--- src/hw/rtl/dd_pkg.sv ---
// ----------------------------------------------------------------------------
// dd_pkg: shared widths and calendar helpers
// Field widths of the date ports and the day-of-year lookup used by the
// date difference block.
// ----------------------------------------------------------------------------
package dd_pkg;

    localparam int YEAR_W       = 12;
    localparam int MONTH_W      = 4;
    localparam int DAY_W        = 5;
    localparam int DIFF_W       = 22;
    localparam int DOY_W        = 9;
    localparam int DELTA_W      = 11;
    localparam int MAX_YEAR_DEF = 4095;

    // Days in the whole months before the given month; out-of-range months
    // above twelve count the whole year, month zero counts nothing.
    function automatic logic [DOY_W-1:0] days_before(input logic [MONTH_W-1:0] month);
        logic [DOY_W-1:0] d;
        begin
            case (month)
                4'd0:    d = 9'd0;
                4'd1:    d = 9'd0;
                4'd2:    d = 9'd31;
                4'd3:    d = 9'd59;
                4'd4:    d = 9'd90;
                4'd5:    d = 9'd120;
                4'd6:    d = 9'd151;
                4'd7:    d = 9'd181;
                4'd8:    d = 9'd212;
                4'd9:    d = 9'd243;
                4'd10:   d = 9'd273;
                4'd11:   d = 9'd304;
                4'd12:   d = 9'd334;
                default: d = 9'd365;
            endcase
            return d;
        end
    endfunction

    function automatic logic [DOY_W-1:0] day_of_year(
        input logic [MONTH_W-1:0] month,
        input logic [DAY_W-1:0]   day,
        input logic               leap
    );
        logic [DOY_W-1:0] d;
        begin
            d = days_before(month) + DOY_W'(day);
            if (leap && (month > 4'd2))
            begin
                d = d + 9'd1;
            end
            return d;
        end
    endfunction

endpackage

--- src/hw/rtl/dd_year_ctr.sv ---
// ----------------------------------------------------------------------------
// dd_year_ctr: year counter with leap flag
// Counts years upward from zero and keeps residues mod 4, 100 and 400 so
// the leap flag of the current year needs no division.
// ----------------------------------------------------------------------------
module dd_year_ctr #(
    parameter int MAX_YEAR = dd_pkg::MAX_YEAR_DEF,
    localparam int YW      = (MAX_YEAR < 1) ? 1 : $clog2(MAX_YEAR + 1)
) (
    input  logic          clk,
    input  logic          rst_n,
    input  logic          clear,
    input  logic          advance,
    output logic [YW-1:0] year,
    output logic          leap
);

    logic [YW-1:0] year_reg;
    logic [1:0]    mod4_reg;
    logic [6:0]    mod100_reg;
    logic [8:0]    mod400_reg;

    always_ff @(posedge clk or negedge rst_n)
    begin
        if (!rst_n)
        begin
            year_reg   <= '0;
            mod4_reg   <= '0;
            mod100_reg <= '0;
            mod400_reg <= '0;
        end
        else if (clear)
        begin
            year_reg   <= '0;
            mod4_reg   <= '0;
            mod100_reg <= '0;
            mod400_reg <= '0;
        end
        else if (advance)
        begin
            year_reg   <= year_reg + 1'b1;
            mod4_reg   <= mod4_reg + 2'd1;
            mod100_reg <= (mod100_reg == 7'd99)  ? 7'd0 : mod100_reg + 7'd1;
            mod400_reg <= (mod400_reg == 9'd399) ? 9'd0 : mod400_reg + 9'd1;
        end
    end

    assign year = year_reg;
    assign leap = ((mod4_reg == 2'd0) && (mod100_reg != 7'd0)) || (mod400_reg == 9'd0);

endmodule

--- src/hw/rtl/date_difference_days.sv ---
// ----------------------------------------------------------------------------
// date_difference_days: signed day count between two Gregorian dates
// Returns the days from date B to date A by sweeping years from zero.
// ----------------------------------------------------------------------------
// Sequence: after the accepted request the sweep runs over the years from zero
//   to max(year_a, year_b), one year per cycle, then adds A's day of year and subtracts B's.
// Throughput: one request at a time; busy stays high until done is shown,
//   and a new request may be taken in the cycle that shows done.
// The result is shown for one cycle with done; the receiver cannot stall.
// Reset (rst_n low, asynchronous) returns to idle with done low.
module date_difference_days #(
    parameter int MAX_YEAR = dd_pkg::MAX_YEAR_DEF
) (
    input  logic                             clk,
    input  logic                             rst_n,
    input  logic                             start,
    output logic                             busy,
    input  logic [dd_pkg::YEAR_W-1:0]        year_a,
    input  logic [dd_pkg::MONTH_W-1:0]       month_a,
    input  logic [dd_pkg::DAY_W-1:0]         day_a,
    input  logic [dd_pkg::YEAR_W-1:0]        year_b,
    input  logic [dd_pkg::MONTH_W-1:0]       month_b,
    input  logic [dd_pkg::DAY_W-1:0]         day_b,
    output logic                             done,
    output logic signed [dd_pkg::DIFF_W-1:0] day_difference
);

    localparam int YW = (MAX_YEAR < 1) ? 1 : $clog2(MAX_YEAR + 1);
    localparam int DW = dd_pkg::DIFF_W;
    localparam int EW = dd_pkg::DELTA_W;

    typedef enum logic [1:0] {
        ST_IDLE,
        ST_SWEEP,
        ST_ADD_A,
        ST_ADD_B
    } state_t;

    state_t                        state_reg;
    logic                          busy_reg;
    logic                          done_reg;
    logic signed [DW-1:0]          diff_reg;
    logic signed [DW-1:0]          acc_reg;
    logic [YW-1:0]                 ya_reg;
    logic [YW-1:0]                 yb_reg;
    logic [YW-1:0]                 hi_reg;
    logic [dd_pkg::MONTH_W-1:0]    ma_reg;
    logic [dd_pkg::MONTH_W-1:0]    mb_reg;
    logic [dd_pkg::DAY_W-1:0]      da_reg;
    logic [dd_pkg::DAY_W-1:0]      db_reg;
    logic                          leap_a_reg;
    logic                          leap_b_reg;

    logic                          accept;
    logic [31:0]                   ya_ext;
    logic [31:0]                   yb_ext;
    logic [31:0]                   ya_sat;
    logic [31:0]                   yb_sat;
    logic [YW-1:0]                 ya_in;
    logic [YW-1:0]                 yb_in;
    logic [YW-1:0]                 cur_year;
    logic                          cur_leap;
    logic                          ctr_advance;
    logic [dd_pkg::DOY_W-1:0]      year_len;
    logic [dd_pkg::DOY_W-1:0]      doy_a;
    logic [dd_pkg::DOY_W-1:0]      doy_b;
    logic signed [EW-1:0]          delta;
    logic signed [DW-1:0]          acc_sum;

    assign accept = start && !busy_reg;

    // Clamp years above the supported range
    assign ya_ext = 32'(year_a);
    assign yb_ext = 32'(year_b);
    assign ya_sat = (ya_ext > 32'(MAX_YEAR)) ? 32'(MAX_YEAR) : ya_ext;
    assign yb_sat = (yb_ext > 32'(MAX_YEAR)) ? 32'(MAX_YEAR) : yb_ext;
    assign ya_in  = ya_sat[YW-1:0];
    assign yb_in  = yb_sat[YW-1:0];

    assign ctr_advance = (state_reg == ST_SWEEP) && (cur_year != hi_reg);

    dd_year_ctr #(
        .MAX_YEAR (MAX_YEAR)
    ) u_year_ctr (
        .clk     (clk),
        .rst_n   (rst_n),
        .clear   (accept),
        .advance (ctr_advance),
        .year    (cur_year),
        .leap    (cur_leap)
    );

    assign year_len = cur_leap ? 9'd366 : 9'd365;
    assign doy_a    = dd_pkg::day_of_year(ma_reg, da_reg, leap_a_reg);
    assign doy_b    = dd_pkg::day_of_year(mb_reg, db_reg, leap_b_reg);

    // Operand select for the shared accumulator adder
    always_comb
    begin
        delta = '0;
        case (state_reg)
            ST_SWEEP:
            begin
                if ((cur_year < ya_reg) && !(cur_year < yb_reg))
                begin
                    delta = $signed({2'b00, year_len});
                end
                else if (!(cur_year < ya_reg) && (cur_year < yb_reg))
                begin
                    delta = -$signed({2'b00, year_len});
                end
            end
            ST_ADD_A: delta = $signed({2'b00, doy_a});
            ST_ADD_B: delta = -$signed({2'b00, doy_b});
            default:  delta = '0;
        endcase
    end

    assign acc_sum = acc_reg + $signed({{(DW-EW){delta[EW-1]}}, delta});

    always_ff @(posedge clk or negedge rst_n)
    begin
        if (!rst_n)
        begin
            state_reg  <= ST_IDLE;
            busy_reg   <= 1'b0;
            done_reg   <= 1'b0;
            diff_reg   <= '0;
            acc_reg    <= '0;
            ya_reg     <= '0;
            yb_reg     <= '0;
            hi_reg     <= '0;
            ma_reg     <= '0;
            mb_reg     <= '0;
            da_reg     <= '0;
            db_reg     <= '0;
            leap_a_reg <= 1'b0;
            leap_b_reg <= 1'b0;
        end
        else
        begin
            done_reg <= 1'b0;
            case (state_reg)
                ST_IDLE:
                begin
                    if (accept)
                    begin
                        ya_reg    <= ya_in;
                        yb_reg    <= yb_in;
                        hi_reg    <= (ya_in > yb_in) ? ya_in : yb_in;
                        ma_reg    <= month_a;
                        mb_reg    <= month_b;
                        da_reg    <= day_a;
                        db_reg    <= day_b;
                        acc_reg   <= '0;
                        busy_reg  <= 1'b1;
                        state_reg <= ST_SWEEP;
                    end
                end
                ST_SWEEP:
                begin
                    acc_reg <= acc_sum;
                    // Capture each date's leap flag as the sweep passes its year
                    if (cur_year == ya_reg)
                    begin
                        leap_a_reg <= cur_leap;
                    end
                    if (cur_year == yb_reg)
                    begin
                        leap_b_reg <= cur_leap;
                    end
                    if (cur_year == hi_reg)
                    begin
                        state_reg <= ST_ADD_A;
                    end
                end
                ST_ADD_A:
                begin
                    acc_reg   <= acc_sum;
                    state_reg <= ST_ADD_B;
                end
                ST_ADD_B:
                begin
                    diff_reg  <= acc_sum;
                    done_reg  <= 1'b1;
                    busy_reg  <= 1'b0;
                    state_reg <= ST_IDLE;
                end
                default:
                begin
                    busy_reg  <= 1'b0;
                    state_reg <= ST_IDLE;
                end
            endcase
        end
    end

    assign busy           = busy_reg;
    assign done           = done_reg;
    assign day_difference = diff_reg;

endmodule

--- config.mk ---
export PLATFORM = sky130hd
export DESIGN_NAME = date_difference_days
export DESIGN_NICKNAME = d
export VERILOG_FILES = /design/src/hw/rtl/dd_pkg.sv /design/src/hw/rtl/dd_year_ctr.sv /design/src/hw/rtl/date_difference_days.sv
export SDC_FILE = /design/constraint.sdc
export NUM_CORES = 1
export LEC_CHECK = 0
export ABC_AREA = 1
export BUFFER_PORTS_ARGS = -buffer_cell sky130_fd_sc_hd__buf_2
export CORE_MARGIN = 5
export CORE_UTILIZATION = 25
export CTS_CLUSTER_DIAMETER = 150
export DETAILED_ROUTE_END_ITERATION = 16
export GPL_ROUTABILITY_DRIVEN = 0
export SYNTH_ARGS = -nofsm -noshare
export SYNTH_HDL_FRONTEND = slang
export SYNTH_HIERARCHICAL = 1
export SYNTH_SLANG_ARGS = --single-unit
--- constraint.sdc ---
create_clock -name clk -period 4.45 [get_ports clk]
set_input_delay 0 -clock clk [delete_from_list [all_inputs] [get_ports clk]]
set_output_delay 0 -clock clk [all_outputs]
set_load 0.005 [all_outputs]
# Word level (Yosys, flattened, before mapping)
# Memory sizes are Yosys's and may differ from the RTL's.
# Index checks and enable logic that the tools add are counted.
# word_totals
rom_bits	288
out_inout_bits	24
memories	2
elab_cells	101
register_bits	134
input_bits	45
# classes
order_cmp	7
n_reduce_logical	25
n_eq_ne	11
n_addsub	11
mux	27
# memory_table
memory	depth	word_bits	rd	rd_clocked_by_memory_dff	write_ports	line_no	text
(no name shown)	16	9	1	0	0	dd_pkg.sv:21	case (month)
(no name shown)	16	9	1	0	0	dd_pkg.sv:21	
# op_table
op	n
$mux W12	5
$mux W9	5
$pmux W22 S2	1
$eq A12 B12 Y1	3
$pmux W11 S3	1
$add A9 B1 Y9 const B	3
$gt A12 B12 Y1 const B	2
$lt A12 B12 Y1	2
$add A22 B11 Y22	1
$mux W11	2
$mux W22	1
$neg A9 Y11	2
$mux W7	3
$add A9 B5 Y9	2
$add A12 B1 Y12 const B	1
$gt A12 B12 Y1	1
$ne A12 B12 Y1	1
$reduce_and A2 Y1	6
$mux W2	5
$eq A9 B9 Y1 const B	1
$logic_not A9 Y1	1
$gt A4 B2 Y1 const B	2
$pmux W2 S4	1
$add A7 B1 Y7 const B	1
15 further kinds	28

# Logic depth before layout (Yosys ltp)
# logic_depth
word_depth	10
mapped_depth	41
depth_no_buf	40

# By module
# The synthesis kept the hierarchy.
# by_module_without_submodules
module	instances	cells_each	area_each_um2	seq_area_each_um2
date_difference_days	1	1096	7988.9	2602.5
dd_year_ctr	1	226	1665.3	750.7

# Least setup slack after synthesis
# Ideal clock, no wire load.
# synth_path
kind	register to register
from	reg mb_reg[1] (netlist bit)
to	reg acc_reg[21]
required_ps	4333
t_arrival_ps	4768
path_stages_with_launch	33
path_slack_ps	-434
setup_time_ps	117
synth_period_minus_slack_ps	4884
n_path_buf	0
cell_sequence	dfrtp_1 -> inv_1 -> ha_1 -> nand3_1 -> o221a_2 -> ha_1 -> inv_1 -> fa_1 -> inv_1 -> ha_1 -> o21ai_0 -> ha_1 -> nand2_1 -> nor2_4 -> nand3_4 -> nor2_4 -> nand2_2 -> nand2_2 -> nand2_2 -> nand2_1 -> inv_1 -> ha_1 -> nand2_1 -> nor3_1 -> and2_1 -> nand2_1 -> o2111ai_1 -> xor2_1 -> inv_1 -> nand2_1 -> nand2_1 -> nand2_1 -> nand2_1
# synth_via
elab_chain_cells	8
word_cells_on_any_way	10
cone_classes	add/sub: 4; order compare: 1; mux: 3; reduce/logical: 1; memory: 1
# synth_lines
item	line_no	text
start: declaration	date_difference_days.sv:48	logic [dd_pkg::MONTH_W-1:0] mb_reg;
start signal: assignment	date_difference_days.sv:152	mb_reg <= month_b;
$mem_v2 Z16 W9	--	
$add A9 B5 Y9	dd_pkg.sv:48	d = days_before(month) + DOY_W'(day);
$add A9 B1 Y9	dd_pkg.sv:51	d = d + 9'd1;
$mux W9 *	dd_pkg.sv:49	if (leap && (month > 4'd2))
$neg A9 Y11 *	date_difference_days.sv:114	ST_ADD_B: delta = -$signed({2'b00, doy_b});
$pmux W11 S3 *	date_difference_days.sv:101	case (state_reg)
$add A22 B11 Y22 *	date_difference_days.sv:119	assign acc_sum = acc_reg + $signed({{(DW-EW){delta[EW-1]}}, delta});
$pmux W22 S2 *	date_difference_days.sv:143	case (state_reg)
end signal: assignment	date_difference_days.sv:162	acc_reg <= acc_sum;
end signal: assignment	date_difference_days.sv:179	acc_reg <= acc_sum;
end: declaration	date_difference_days.sv:43	logic signed [DW-1:0] acc_reg;
# Mark *: on every way between the ends. The rest lies on a longest branch, timed or not.
# A chain may end at the register's enable or synchronous reset.

# Worst setup path after layout
# layout_path
from	reg mb_reg[1] (netlist bit)
to	reg diff_reg[17] (netlist: day_difference[17])
# layout_via
elab_chain_cells	7
word_cells_on_any_way	9
cone_classes	add/sub: 4; order compare: 1; mux: 2; reduce/logical: 1; memory: 1
# layout_lines
item	line_no	text
$mem_v2 Z16 W9	--	
$add A9 B5 Y9	dd_pkg.sv:48	
$add A9 B1 Y9	dd_pkg.sv:51	
$mux W9 *	dd_pkg.sv:49	
$neg A9 Y11 *	date_difference_days.sv:114	
$pmux W11 S3 *	date_difference_days.sv:101	
$add A22 B11 Y22 *	date_difference_days.sv:119	
end signal: assignment	date_difference_days.sv:184	diff_reg <= acc_sum;
end: declaration	date_difference_days.sv:42	logic signed [DW-1:0] diff_reg;
# Marked as above.

==> impl_metrics.toml <==
[synthesis]
syn_area_per_cell_um2 = 7.30
synth_top_cell_by_area = "dfrtp_1"
synth-seq-cells = 134
ys.flop_type = "dfrtp_1"
syn_area_um2 = 9650
synth_seq_area_share_pct = 34.7
syn_inst = 1322
ys_types = 50
async_flop_share_pct = 100
synth_top_area_share_pct = 34.7
yosysWarnings = 6
ys_top_cells_by_area = "dfrtp_1 35%, nand2_1 14%, ha_1 13%"
syn-num-nets = 1469
synth_edf_count = 0

[critical_path]
worstPathRequired_ns = 4.77
regToRegStartpoint = "mb_reg[1]"
critical-path-max-stage-delay_ns = 0.56
worstPathArrival_ns = 5.03
start_kind = "flip-flop"
path_class = "reg2reg"
crit_start = "mb_reg[1]"
path_common_cell = "ha_4"
crit_path_end_kind = "flip-flop"
critPathMaxFanout = 4
cp_slowest_cell = "fa_1"

[sta]
slew-limit-headroom_pct = 38.8
setup-violations-final = 24
finalClockSkew_ns = 0.0119
post-route-period-util_pct = 106
setup_ws_ns = -0.258
rsz0062_at_grt = "true"
slew_violations = 0
fmax_mhz = 212
tightest_slew_ns = 0.918
hold_viol = 0
finalCriticalPeriod_ns = 4.71

[place]
post-dp-hpwl_mm = 20.0
portBuffers = 68
place_inst = 1983

[route]
wl_mm = 27.8
antenna_left = 0
via_count = 9287
drc = 0
drtPass1Iterations = 5
wl_per_cell_um = 13.3
avgViaCountPerCell = 4.45
drt_iter0_markers = 462

[job]
max-cap-violations = 0

[outcome]
violations = "negative setup slack"
run_status = "complete, but fails checks"

[clocking]
clk_latency_ns = 0.44
numCtsBuffers = 17
cts_max_level = 4
clk_pin_slew_ns = 0.07
clock-root-buffer = "clkbuf_16"
clock-sinks = 134
cts_tree = "built"
cts_max_path_buffers = 2

[finish]
fillers = 3962
final_cell_mix = "328 x nand2_1, 144 x inv_1, 131 x dfrtp_1, 131 x buf_4, 99 x nor2_1"
mostFrequentLayoutCell = "nand2_1"
layout-drive-gt1-share_pct = 26.9
layout.cells.non_filler = 2085
area_delta_synth_final_pct = 40.6
fin_nets = 1700

[grt]
antenna_found_initial = 0
grt-ovfl-total = 0
track_usage_pct = 13.3
grt_first_pass_wirelength_mm = 46.8
grt_pass1_vias = 9692
grt_max_degree = 94

[min_path]
worstHoldStart = "start"
hp-class = "in2reg"

[floorplan]
die_w_um = 207
fp-row-count = 72
die_y_um = 207
initial_utilization_pct = 25.1
die_area_um2 = 42600
core_um2 = 38500
io_pins = 69
kinds of logic (layout without fill, tap and decap cells):
| logic type | after synthesis | after routing | share of synthesized area (%) |
|---|---|---|---|
| adder cells (fa/ha/maj) | 102 | 102 | 13.5 |
| AO/OA/AOI/OAI | 241 | 241 | 13.4 |
| flip-flops | 134 | 134 | 34.7 |
| other | 0 | 1 | 0 |
| buffers and inverters | 208 | 452 | 8.46 |
| XOR/XNOR | 33 | 33 | 3.19 |
| AND/OR/NAND/NOR | 604 | 604 | 26.7 |
final cells by class:
class	count	area [um^2]	area share, %
antenna	1	2.50	0.0184
clock buffer	19	443	3.26
clock inverter	13	113	0.830
inverter	166	641	4.72
multi-input combinational	980	6470	47.7
sequential	134	3360	24.7
tap	518	648	4.78
timing repair buffer	253	1880	13.9
timing repair inverter	1	11.3	0.0830
through the flow:
step	cell area (um^2)	TNS [ns]	hold slack (ns)	setup WS, ns	util (%)
2_1_floorplan	9850	-0.399	-0.296	-0.200	-
3_3_place_gp	11500	-5.92	0.179	-0.374	30.0
3_5_place_dp	11500	-7.91	0.178	-0.444	30.0
4_1_cts	13200	-0.948	0.124	-0.155	34.2
5_1_grt	13600	-12.34	0.167	-0.558	35.3
6_report	13600	-4.28	0.136	-0.258	35.3
per-layer routing:
| metal | vias up | GRT usage [%] | wire length [um] |
|---|---|---|---|
| met2 | 96 | 24.1 | 14200 |
| met1 | 4377 | 16.4 | 12500 |
| met4 | 0 | 3.92 | 579 |
| met3 | 35 | 1.95 | 533 |
| met5 | - | 0 | 0 |
| li1 | 4779 | - | - |
synthesized netlist by cell type (4+ instances only):
cell type and n:
a21oi_1 73, a31oi_1 7, clkbuf_1 31, dfrtp_1 134, ha_1 99, inv_1 154, inv_2 10, nand2_1 354
nand2_2 6, nand3_1 67, nand4_1 28, nor2_1 110, nor2_2 4, nor2_4 4, nor3_1 12, nor4_1 4
o21ai_0 128, o21ai_1 8, xnor2_1 17, xor2_1 15
repair_timing:
item,4_1_cts,5_1_grt
hold buffers,44,0
hold endpoints to repair,146,0
setup endpoints to repair,28,36
buffers inserted,16,10
cloned,1,0
gates resized for setup,110,91
pin swaps,48,61
worst paths after layout:
check	endpoint	slack (ns)	depth (start not counted)
min	u_year_ctr/year[2]	0.14	4
max	day_difference[17]	-0.26	29
max reg2reg	day_difference[17]	-0.26	29
min in group asynchronous	day_difference[20]	0.25	2
min reg2reg	day_difference[18]	0.47	2
max in group asynchronous	mb_reg[3]	3.07	3
critical path: cells and delay by family (launching register included):
family          cells  cell delay (ns)
flops               1             0.43
simple gates        5             0.54
fa+ha+maj           5             1.45
compound gates     12             1.51
buf+inv             7             0.65
Power is left out: the tool's default activity adds up to more than one toggle a clock period on the data nets, which glitch-free logic cannot reach.
